`config.mk`:
```
export PLATFORM = sky130hd
export DESIGN_NAME = periodic_task_and_timer_scheduler_core
export DESIGN_NICKNAME = d
export VERILOG_FILES = /design/src/rtl/core/pts_pkg.sv /design/src/rtl/core/periodic_task_and_timer_scheduler_core.sv /design/src/rtl/core/pts_cnt_unit.sv
export SDC_FILE = /design/constraint.sdc
export NUM_CORES = 2
export LEC_CHECK = 0
export ABC_AREA = 1
export BUFFER_PORTS_ARGS = -buffer_cell sky130_fd_sc_hd__buf_2
export CAP_MARGIN = 15
export CORE_ASPECT_RATIO = 1.4
export CORE_MARGIN = 2
export CORE_UTILIZATION = 45
export DETAILED_ROUTE_END_ITERATION = 16
export PLACE_DENSITY = 0.69
export SYNTH_ARGS = -nofsm -noshare
export SYNTH_HDL_FRONTEND = slang
export SYNTH_SLANG_ARGS = --single-unit
```
`constraint.sdc`:
```
create_clock -name clk_i -period 8.45 [get_ports clk_i]
set_input_delay 0 -clock clk_i [delete_from_list [all_inputs] [get_ports clk_i]]
set_output_delay 0 -clock clk_i [all_outputs]
set_load 0.03 [all_outputs]
```
`src/rtl/core/pts_pkg.sv`:
```
// ----------------------------------------------------------------------------
// pts_pkg
// Shared types and constants of the periodic task and timer scheduler.
// ----------------------------------------------------------------------------
package pts_pkg;

  localparam int unsigned NUM_TASKS   = 16;
  localparam int unsigned NUM_TIMERS  = 16;
  localparam int unsigned COUNT_WIDTH = 32;
  localparam int unsigned MAX_RESULTS = 16;

  localparam int unsigned FUNC_W   = 3;
  localparam int unsigned HANDLE_W = 5;
  localparam int unsigned VALUE_W  = 32;
  localparam int unsigned STATUS_W = 2;

  localparam int unsigned TASK_IW  = (NUM_TASKS > 1) ? $clog2(NUM_TASKS) : 1;
  localparam int unsigned TIMER_IW = (NUM_TIMERS > 1) ? $clog2(NUM_TIMERS) : 1;
  localparam int unsigned TASK_CW  = $clog2(NUM_TASKS + 1);
  localparam int unsigned TIMER_CW = $clog2(NUM_TIMERS + 1);
  localparam int unsigned MAX_SLOTS = (NUM_TASKS > NUM_TIMERS) ? NUM_TASKS : NUM_TIMERS;
  localparam int unsigned WALK_W   = $clog2(MAX_SLOTS + 1);
  localparam int unsigned CMP_W    = ((WALK_W > HANDLE_W) ? WALK_W : HANDLE_W) + 1;
  localparam int unsigned RES_CW   = $clog2(MAX_RESULTS + 1);

  localparam int unsigned S_DATA_W = ((HANDLE_W + VALUE_W + 1 + 7) / 8) * 8;
  localparam int unsigned M_DATA_W = ((HANDLE_W + 1 + STATUS_W + 7) / 8) * 8;

  typedef enum logic [FUNC_W-1:0] {
    FN_TICK      = 3'd0,
    FN_STEP      = 3'd1,
    FN_REG_TASK  = 3'd2,
    FN_SET_RELD  = 3'd3,
    FN_SET_EN    = 3'd4,
    FN_REG_TIMER = 3'd5,
    FN_SET_TIMER = 3'd6,
    FN_QRY_TIMER = 3'd7
  } pts_func_e;

  typedef enum logic [STATUS_W-1:0] {
    STAT_OK   = 2'd0,
    STAT_FULL = 2'd1,
    STAT_BADH = 2'd2
  } pts_status_e;

  typedef enum logic [3:0] {
    S_IDLE,
    S_TK_RD,
    S_TK_EX,
    S_TM_RD,
    S_TM_EX,
    S_ST_RD,
    S_ST_EX,
    S_ST_END,
    S_Q_EX,
    S_RESP
  } pts_state_e;

  typedef struct packed {
    logic                   reload_sel;
    logic [COUNT_WIDTH-1:0] cnt;
    logic [COUNT_WIDTH-1:0] reload;
  } pts_cnt_op_t;

  typedef struct packed {
    logic [COUNT_WIDTH-1:0] next;
    logic                   zero;
  } pts_cnt_res_t;

endpackage

```
`src/rtl/core/periodic_task_and_timer_scheduler_core.sv`:
```
// ----------------------------------------------------------------------------
// periodic_task_and_timer_scheduler_core
// Periodic task table and one-shot timer bank walked by a shared count unit.
//
// channel  | dir | tdata (lsb first)                 | tuser | tlast
// s_axis   | in  | handle[4:0] value[36:5] enable[37]| func  | -
// m_axis   | out | result_handle[4:0] expired[5]     | -     | last
//          |     | status[7:6]                       |       |
//
// tick: walks every registered task slot and then every timer slot, each slot
//   through the registered slot memory read and then the count unit
// step: walks the task slots plus output stalls; query reads its timer; others go to the reply
// s_axis_tready is high only while no command is in flight
// reset clears the registered task and timer counts, enables and slot valid bits at once
// ----------------------------------------------------------------------------
module periodic_task_and_timer_scheduler_core (
  input  logic                         clk_i,
  input  logic                         rst_ni,
  input  logic                         s_axis_tvalid,
  output logic                         s_axis_tready,
  // handle, value, enable, zero pad
  input  logic [pts_pkg::S_DATA_W-1:0] s_axis_tdata,
  // func
  input  logic [pts_pkg::FUNC_W-1:0]   s_axis_tuser,
  output logic                         m_axis_tvalid,
  input  logic                         m_axis_tready,
  // result_handle, expired, status
  output logic [pts_pkg::M_DATA_W-1:0] m_axis_tdata,
  output logic                         m_axis_tlast
);

  localparam int unsigned CW  = pts_pkg::COUNT_WIDTH;
  localparam int unsigned HW  = pts_pkg::HANDLE_W;
  localparam int unsigned SW  = pts_pkg::STATUS_W;
  localparam int unsigned NT  = pts_pkg::NUM_TASKS;
  localparam int unsigned NM  = pts_pkg::NUM_TIMERS;
  localparam int unsigned TIW = pts_pkg::TASK_IW;
  localparam int unsigned MIW = pts_pkg::TIMER_IW;
  localparam int unsigned WW  = pts_pkg::WALK_W;
  localparam int unsigned CPW = pts_pkg::CMP_W;
  localparam int unsigned RW  = pts_pkg::RES_CW;

  // input fields
  pts_pkg::pts_func_e in_func;
  logic [HW-1:0]      in_hdl;
  logic [CW-1:0]      in_val;
  logic               in_en;
  logic               accept;

  assign in_func = pts_pkg::pts_func_e'(s_axis_tuser);
  assign in_hdl  = s_axis_tdata[HW-1:0];
  assign in_val  = s_axis_tdata[HW+CW-1:HW];
  assign in_en   = s_axis_tdata[HW+pts_pkg::VALUE_W];

  pts_pkg::pts_state_e state_q, state_d;

  logic [WW-1:0]              idx_q;
  logic [pts_pkg::TASK_CW-1:0]  tasks_q;
  logic [pts_pkg::TIMER_CW-1:0] timers_q;
  logic [RW-1:0]              n_q;
  logic                       pend_v_q;
  logic [HW-1:0]              pend_h_q;
  logic [HW-1:0]              res_h_q;
  logic                       res_exp_q;
  pts_pkg::pts_status_e       res_st_q;

  logic                       m_valid_q;
  logic [pts_pkg::M_DATA_W-1:0] m_data_q;
  logic                       m_last_q;

  // slot storage
  logic [CW-1:0] task_cnt_mem [NT];
  logic [CW-1:0] task_rel_mem [NT];
  logic [CW-1:0] tmr_cnt_mem  [NM];
  logic [NT-1:0] task_en_q;
  logic [NT-1:0] task_vld_q;
  logic [NM-1:0] tmr_vld_q;

  logic [CW-1:0]  task_cnt_rd_q, task_rel_rd_q, tmr_cnt_rd_q;
  logic [TIW-1:0] task_addr, task_addr_q;
  logic [MIW-1:0] tmr_addr, tmr_addr_q;
  logic [CW-1:0]  task_eff, tmr_eff;

  // handle decode
  logic           hdl_nz, task_hdl_ok, tmr_hdl_ok, tasks_full, tmrs_full;
  logic [TIW-1:0] hdl_task_idx, new_task_idx;
  logic [MIW-1:0] hdl_tmr_idx;

  // shared count unit
  pts_pkg::pts_cnt_op_t  cu_op;
  pts_pkg::pts_cnt_res_t cu_res;

  // control
  logic          out_free, due, last_task, last_tmr, n_at_max;
  logic          push, push_last, push_exp;
  logic [HW-1:0] push_h;
  logic [SW-1:0] push_st;
  logic          task_cnt_we, tmr_cnt_we_walk, step_take;
  logic          idx_inc, idx_clr;

  assign accept        = s_axis_tvalid && s_axis_tready;
  assign s_axis_tready = (state_q == pts_pkg::S_IDLE);
  assign out_free      = !m_valid_q || m_axis_tready;

  assign hdl_nz       = (in_hdl != '0);
  assign task_hdl_ok  = hdl_nz && (CPW'(in_hdl) <= CPW'(tasks_q));
  assign tmr_hdl_ok   = hdl_nz && (CPW'(in_hdl) <= CPW'(timers_q));
  assign tasks_full   = (CPW'(tasks_q) >= CPW'(NT));
  assign tmrs_full    = (CPW'(timers_q) >= CPW'(NM));
  assign hdl_task_idx = TIW'(in_hdl - HW'(1));
  assign hdl_tmr_idx  = MIW'(in_hdl - HW'(1));
  assign new_task_idx = TIW'(tasks_q);

  assign task_addr = idx_q[TIW-1:0];
  assign tmr_addr  = (state_q == pts_pkg::S_IDLE) ? hdl_tmr_idx : idx_q[MIW-1:0];

  always_ff @(posedge clk_i) begin
    task_cnt_rd_q <= task_cnt_mem[task_addr];
    task_rel_rd_q <= task_rel_mem[task_addr];
    tmr_cnt_rd_q  <= tmr_cnt_mem[tmr_addr];
    task_addr_q   <= task_addr;
    tmr_addr_q    <= tmr_addr;
  end

  assign task_eff = task_vld_q[task_addr_q] ? task_cnt_rd_q : '0;
  assign tmr_eff  = tmr_vld_q[tmr_addr_q] ? tmr_cnt_rd_q : '0;

  always_comb begin
    cu_op.reload_sel = (state_q == pts_pkg::S_ST_EX);
    cu_op.reload     = task_rel_rd_q;
    if (state_q == pts_pkg::S_TM_EX || state_q == pts_pkg::S_Q_EX) begin
      cu_op.cnt = tmr_eff;
    end else begin
      cu_op.cnt = task_eff;
    end
  end

  pts_cnt_unit u_cnt (
    .op_i  (cu_op),
    .res_o (cu_res)
  );

  assign last_task = (WW'(idx_q) + WW'(1)) == WW'(tasks_q);
  assign last_tmr  = (WW'(idx_q) + WW'(1)) == WW'(timers_q);
  assign due       = task_en_q[task_addr_q] && cu_res.zero;
  assign step_take = due && (!pend_v_q || out_free);
  assign n_at_max  = (n_q + RW'(1)) == RW'(pts_pkg::MAX_RESULTS);

  // next state
  always_comb begin
    state_d = state_q;
    unique case (state_q)
      pts_pkg::S_IDLE: begin
        if (accept) begin
          unique case (in_func)
            pts_pkg::FN_TICK: begin
              if (tasks_q != '0) begin
                state_d = pts_pkg::S_TK_RD;
              end else if (timers_q != '0) begin
                state_d = pts_pkg::S_TM_RD;
              end else begin
                state_d = pts_pkg::S_RESP;
              end
            end
            pts_pkg::FN_STEP: begin
              state_d = (tasks_q != '0) ? pts_pkg::S_ST_RD : pts_pkg::S_ST_END;
            end
            pts_pkg::FN_QRY_TIMER: begin
              state_d = tmr_hdl_ok ? pts_pkg::S_Q_EX : pts_pkg::S_RESP;
            end
            default: state_d = pts_pkg::S_RESP;
          endcase
        end
      end
      pts_pkg::S_TK_RD: state_d = pts_pkg::S_TK_EX;
      pts_pkg::S_TK_EX: begin
        if (!last_task) begin
          state_d = pts_pkg::S_TK_RD;
        end else if (timers_q != '0) begin
          state_d = pts_pkg::S_TM_RD;
        end else begin
          state_d = pts_pkg::S_RESP;
        end
      end
      pts_pkg::S_TM_RD: state_d = pts_pkg::S_TM_EX;
      pts_pkg::S_TM_EX: state_d = last_tmr ? pts_pkg::S_RESP : pts_pkg::S_TM_RD;
      pts_pkg::S_ST_RD: state_d = pts_pkg::S_ST_EX;
      pts_pkg::S_ST_EX: begin
        if (!due || step_take) begin
          if (last_task || (due && n_at_max)) begin
            state_d = pts_pkg::S_ST_END;
          end else begin
            state_d = pts_pkg::S_ST_RD;
          end
        end
      end
      pts_pkg::S_ST_END: if (out_free) state_d = pts_pkg::S_IDLE;
      pts_pkg::S_Q_EX:   state_d = pts_pkg::S_RESP;
      pts_pkg::S_RESP:   if (out_free) state_d = pts_pkg::S_IDLE;
      default:           state_d = pts_pkg::S_IDLE;
    endcase
  end

  // outputs and datapath control
  always_comb begin
    push            = 1'b0;
    push_h          = '0;
    push_exp        = 1'b0;
    push_st         = SW'(pts_pkg::STAT_OK);
    push_last       = 1'b1;
    task_cnt_we     = 1'b0;
    tmr_cnt_we_walk = 1'b0;
    idx_inc         = 1'b0;
    idx_clr         = 1'b0;
    unique case (state_q)
      pts_pkg::S_IDLE: idx_clr = 1'b1;
      pts_pkg::S_TK_EX: begin
        task_cnt_we = 1'b1;
        if (last_task) begin
          idx_clr = 1'b1;
        end else begin
          idx_inc = 1'b1;
        end
      end
      pts_pkg::S_TM_EX: begin
        tmr_cnt_we_walk = 1'b1;
        idx_inc         = 1'b1;
      end
      pts_pkg::S_ST_EX: begin
        if (step_take) begin
          task_cnt_we = 1'b1;
          push        = pend_v_q;
          push_h      = pend_h_q;
          push_last   = 1'b0;
        end
        idx_inc = !due || step_take;
      end
      pts_pkg::S_ST_END: begin
        push   = out_free;
        push_h = pend_v_q ? pend_h_q : '0;
      end
      pts_pkg::S_RESP: begin
        push     = out_free;
        push_h   = res_h_q;
        push_exp = res_exp_q;
        push_st  = SW'(res_st_q);
      end
      default: ;
    endcase
  end

  // memory write ports
  always_ff @(posedge clk_i) begin
    if (task_cnt_we) begin
      task_cnt_mem[task_addr_q] <= cu_res.next;
    end
    if (accept && in_func == pts_pkg::FN_REG_TASK && !tasks_full) begin
      task_rel_mem[new_task_idx] <= in_val;
    end else if (accept && in_func == pts_pkg::FN_SET_RELD && task_hdl_ok) begin
      task_rel_mem[hdl_task_idx] <= in_val;
    end
    if (tmr_cnt_we_walk) begin
      tmr_cnt_mem[tmr_addr_q] <= cu_res.next;
    end else if (accept && in_func == pts_pkg::FN_SET_TIMER && tmr_hdl_ok) begin
      tmr_cnt_mem[hdl_tmr_idx] <= in_val;
    end
  end

  always_ff @(posedge clk_i or negedge rst_ni) begin
    if (!rst_ni) begin
      task_vld_q <= '0;
      tmr_vld_q  <= '0;
      task_en_q  <= '0;
    end else begin
      if (task_cnt_we) begin
        task_vld_q[task_addr_q] <= 1'b1;
      end
      if (tmr_cnt_we_walk) begin
        tmr_vld_q[tmr_addr_q] <= 1'b1;
      end else if (accept && in_func == pts_pkg::FN_SET_TIMER && tmr_hdl_ok) begin
        tmr_vld_q[hdl_tmr_idx] <= 1'b1;
      end
      if (accept && in_func == pts_pkg::FN_REG_TASK && !tasks_full) begin
        task_en_q[new_task_idx] <= in_en;
      end else if (accept && in_func == pts_pkg::FN_SET_EN && task_hdl_ok) begin
        task_en_q[hdl_task_idx] <= in_en;
      end
    end
  end

  // sequencer and result registers
  always_ff @(posedge clk_i or negedge rst_ni) begin
    if (!rst_ni) begin
      state_q   <= pts_pkg::S_IDLE;
      idx_q     <= '0;
      tasks_q   <= '0;
      timers_q  <= '0;
      n_q       <= '0;
      pend_v_q  <= 1'b0;
      m_valid_q <= 1'b0;
    end else begin
      state_q <= state_d;
      if (idx_clr) begin
        idx_q <= '0;
      end else if (idx_inc) begin
        idx_q <= idx_q + WW'(1);
      end
      if (accept) begin
        n_q      <= '0;
        pend_v_q <= 1'b0;
        if (in_func == pts_pkg::FN_REG_TASK && !tasks_full) begin
          tasks_q <= tasks_q + pts_pkg::TASK_CW'(1);
        end
        if (in_func == pts_pkg::FN_REG_TIMER && !tmrs_full) begin
          timers_q <= timers_q + pts_pkg::TIMER_CW'(1);
        end
      end else if (state_q == pts_pkg::S_ST_EX && step_take) begin
        n_q      <= n_q + RW'(1);
        pend_v_q <= 1'b1;
      end else if (state_q == pts_pkg::S_ST_END && out_free) begin
        pend_v_q <= 1'b0;
      end
      if (push) begin
        m_valid_q <= 1'b1;
      end else if (m_axis_tready) begin
        m_valid_q <= 1'b0;
      end
    end
  end

  always_ff @(posedge clk_i) begin
    if (state_q == pts_pkg::S_ST_EX && step_take) begin
      pend_h_q <= HW'(WW'(idx_q) + WW'(1));
    end
    if (push) begin
      m_data_q <= pts_pkg::M_DATA_W'({push_st, push_exp, push_h});
      m_last_q <= push_last;
    end
    if (state_q == pts_pkg::S_Q_EX) begin
      res_exp_q <= cu_res.zero;
    end
    if (accept) begin
      res_h_q   <= '0;
      res_exp_q <= 1'b0;
      res_st_q  <= pts_pkg::STAT_OK;
      unique case (in_func)
        pts_pkg::FN_REG_TASK: begin
          if (tasks_full) begin
            res_st_q <= pts_pkg::STAT_FULL;
          end else begin
            res_h_q <= HW'(tasks_q + pts_pkg::TASK_CW'(1));
          end
        end
        pts_pkg::FN_REG_TIMER: begin
          if (tmrs_full) begin
            res_st_q <= pts_pkg::STAT_FULL;
          end else begin
            res_h_q <= HW'(timers_q + pts_pkg::TIMER_CW'(1));
          end
        end
        pts_pkg::FN_SET_RELD, pts_pkg::FN_SET_EN: begin
          if (!task_hdl_ok) res_st_q <= pts_pkg::STAT_BADH;
        end
        pts_pkg::FN_SET_TIMER, pts_pkg::FN_QRY_TIMER: begin
          if (!tmr_hdl_ok) res_st_q <= pts_pkg::STAT_BADH;
        end
        default: ;
      endcase
    end
  end

  assign m_axis_tvalid = m_valid_q;
  assign m_axis_tdata  = m_data_q;
  assign m_axis_tlast  = m_last_q;

  // checks
  a_tasks_bound: assert property (@(posedge clk_i) disable iff (!rst_ni)
    CPW'(tasks_q) <= CPW'(NT)) else $error("task count above table size");

  a_timers_bound: assert property (@(posedge clk_i) disable iff (!rst_ni)
    CPW'(timers_q) <= CPW'(NM)) else $error("timer count above bank size");

  a_results_bound: assert property (@(posedge clk_i) disable iff (!rst_ni)
    n_q <= RW'(pts_pkg::MAX_RESULTS)) else $error("step result count overflow");

  a_pend_in_step: assert property (@(posedge clk_i) disable iff (!rst_ni)
    pend_v_q |-> (state_q == pts_pkg::S_ST_RD || state_q == pts_pkg::S_ST_EX ||
                  state_q == pts_pkg::S_ST_END))
    else $error("pending due task outside step walk");

  a_busy_after_accept: assert property (@(posedge clk_i) disable iff (!rst_ni)
    accept |=> !s_axis_tready) else $error("ready right after a transaction");

endmodule

```
`src/rtl/core/pts_cnt_unit.sv`:
```
// ----------------------------------------------------------------------------
// pts_cnt_unit
// Shared countdown unit: zero detect, decrement-to-zero and reload select.
// ----------------------------------------------------------------------------
module pts_cnt_unit (
  input  pts_pkg::pts_cnt_op_t  op_i,
  output pts_pkg::pts_cnt_res_t res_o
);

  logic zero;

  assign zero = (op_i.cnt == '0);

  always_comb begin
    res_o.zero = zero;
    if (op_i.reload_sel) begin
      res_o.next = op_i.reload;
    end else if (zero) begin
      res_o.next = '0;
    end else begin
      res_o.next = op_i.cnt - pts_pkg::COUNT_WIDTH'(1);
    end
  end

endmodule

```
==> results.ini <==
[floorplanning]
die-area_um2=157000
ios=58
die_w_um=335
coreArea_um2=153000
die_h_um=468
start_util=0.452
rows=170

[setup_path]
cp-end-kind=flip-flop
cp.required_ns=8.96
critical_path_arrival_ns=6.78
crit_fanout=30
critPathKind=reg -> reg
critical_path.startpoint_type=flip-flop

[route]
viasPerCell=5.97
ant_nets=0
wl_per_cell_um=24.9
first_pass_iters=6
vias=45681
wl_um=191000
drc=0
drt_iter0_markers=5303

[pwr]
p_leak_nw=26.3
power_frac_clock=0.248
p_sw_w=0.0108
peakVddDrop_uv=374
pwr-share-comb=0.324
seq_power_share=0.428
swShare=0.373
p_int_w=0.0181
power.density_nw_per_um2=375

[grt]
grt_pass1_wl_um=280000
antenna_found_initial=9
grt_use_total=0.240
grt_max_degree=234
overflow=0
grt_pass1_vias=44669

[flow_run]
cap_violations=0

[finish]
nNetsFinal=5616
n_fill_cell=12709
syn_to_final_growth_pct=11.8
multi_input_area_um2=16600
design_area_um2=77200
regArea_um2=50700
drive_gt1_frac=0.0874

[place]
portBuffers=55
dp_worst_setup_slack_ns=2.37
placed_area_um2=71500
dp_hpwl_um=108000
place_congestion=0.929

[yosys]
netlist.area_leader.share=0.677
yosysMostFrequentCell=edfxtp_1
yosysSeqAreaShare=0.734
synthTopCellsByArea=edfxtp_1 (68%), o21ai_0 (5.7%), nor2_1 (4.2%)
syn_area_per_cell_um2=12.5
yosys.area.top_type=edfxtp_1
ys_ff_latch=1736
async_reset_ff_frac=0.0426
synthDistinctLibCells=56
synth_cells=5542
synthFlopType=edfxtp_1
yosysWarningCount=0
synth_edf_count=1557
yosys-top-cells-count=edfxtp_1 (1557), o21ai_0 (784), nor2_1 (768), nand2_1 (674), clkbuf_1 (300)
synth_nets=5614
synth.cell_area_um2=69100

[clock_tree]
cts_root_buffer=clkbuf_16
cts_tree=yes
cts_buffers=155
clk_latency_ns=0.82
cts_sinks=1736
cts_setup_buffers=0
clkTransAtPathRegs_ns=0.06
cts_buffer_depth=3
htreeDepth=4
hold_buffers=50
cts_resized=0

[sta]
skew_ns=0.0396
timing.final.hold_violations=0
relSlewSlack=0.194
fin_ws_ns=2.18
drv_slew=0
fmax_mhz=160
fin_tns_setup_ns=0
period_minus_slack_ns=6.27
period_share=0.742
rsz0062_at_grt=no
setup_viol=0
holdWs_ns=0.0758
tightest_slew_ns=1.20

[outcome]
status=complete, no violations

[hold_path]
hold_class=in -> reg

final timing paths:
path	endpoint	start	depth (start not counted)	slack (ns)
max	tmr_cnt_mem[10][3]	state_q[0]	20	2.18
min	res_st_q[1]	s_axis_tdata[4]	6	0.08
max reg2reg	tmr_cnt_mem[10][3]	state_q[0]	20	2.18
min reg2reg	tmr_vld_q[2]	tmr_vld_q[2]	2	0.45
max in group asynchronous	idx_q[0]	rst_ni	4	7.82
min in group asynchronous	timers_q[2]	rst_ni	4	0.27
cell usage in the layout, fill, tap and decap left out, types with 70 or more instances in the layout:
| cell | instances |
|---|---|
| a21oi_1 | 292 |
| buf_4 | 76 |
| clkbuf_16 | 156 |
| dfrtp_1 | 70 |
| dfxtp_1 | 105 |
| edfxtp_1 | 1557 |
| inv_1 | 174 |
| nand2_1 | 671 |
| nand3_1 | 97 |
| nor2_1 | 731 |
| o21ai_0 | 776 |
| o221ai_1 | 201 |
| o22ai_1 | 212 |
cells by family (layout without fill, tap and decap cells):
| kind of cell | Yosys count | in the layout | share of synthesized area |
|---|---|---|---|
| AOI/OAI and AO/OA | 1592 | 1592 | 0.133 |
| adders and majority gates | 25 | 25 | 0.00453 |
| xor gates and xnor gates | 33 | 33 | 0.00418 |
| buffers and inverters | 548 | 682 | 0.0312 |
| other | 0 | 1 | 0 |
| muxes | 1 | 1 | 0.000163 |
| and+or+nand+nor | 1607 | 1607 | 0.0925 |
| DFF | 1736 | 1736 | 0.734 |
sequential cells by signal, summed over array words and instances, names as in the netlist, 4 cells and up:
register and flops:
m_axis_tdata 8, task_cnt_rd_q 32, tmr_cnt_mem 512, tasks_q 5, task_addr_q 4, state_q 4, task_rel_rd_q 32, idx_q 5
task_cnt_mem 512, tmr_vld_q 16, task_en_q 16, task_rel_mem 512, res_h_q 5, tmr_cnt_rd_q 32, tmr_addr_q 4, timers_q 5
n_q 5, task_vld_q 16, pend_h_q 5
power groups by stage:
| stage | Clock [W] | Combinational [W] | Sequential, W |
|---|---|---|---|
| 3_3_place_gp | 0 | 0.00889 | 0.0126 |
| 2_1_floorplan | 0 | 0.00592 | 0.0123 |
| 6_report | 0.00718 | 0.00938 | 0.0124 |
| 3_5_place_dp | 0 | 0.00917 | 0.0126 |
| 4_1_cts | 0.00722 | 0.00924 | 0.0124 |
| 5_1_grt | 0.00754 | 0.0102 | 0.0124 |
worst max-delay path, cell delays in order, from the launching register on:
cell	delay, ns
dfrtp_1	0.39
inv_1	0.07
nand2_1	0.13
nor2_1	0.74
inv_2	0.23
nand2_2	0.52
buf_4	0.42
nand2_1	0.09
inv_1	0.06
nand2_1	0.05
nand2_1	0.16
nor2_1	0.10
nand2_1	0.12
nor2_2	0.06
nand2_2	0.10
nor2_8	0.07
nor2_4	0.41
inv_1	0.53
o21ai_1	1.04
nand2_1	0.10
nand2_1	0.51
through the flow:
| stage | total power [W] | std cells | utilization |
|---|---|---|---|
| final | 0.0290 | 7655 | 0.505 |
| after global placement | 0.0214 | 7313 | 0.468 |
| after global routing | 0.0302 | 7655 | 0.505 |
| after floorplan | 0.0183 | 5542 | - |
| after detailed placement | 0.0217 | 7313 | 0.468 |
| after CTS | 0.0288 | 7652 | 0.505 |
final cells by class:
class,count,share of cell area
flip-flops and latches,1736,0.657
diodes,1,0.0000324
inverters,207,0.0103
clock buffers,211,0.0555
well taps,1978,0.0320
repair buffers,186,0.0192
clock inverters,78,0.0117
multi-input cells,3258,0.214
routing by layer:
layer / vias up / wire length [um] / global-route usage
met5: - / 66 / 0
met4: 10 / 9760 / 0.123
met3: 466 / 14600 / 0.0365
met2: 2169 / 95100 / 0.408
met1: 22698 / 71200 / 0.296
li1: 20338 / - / -
(Power assumes the default switching activity.)
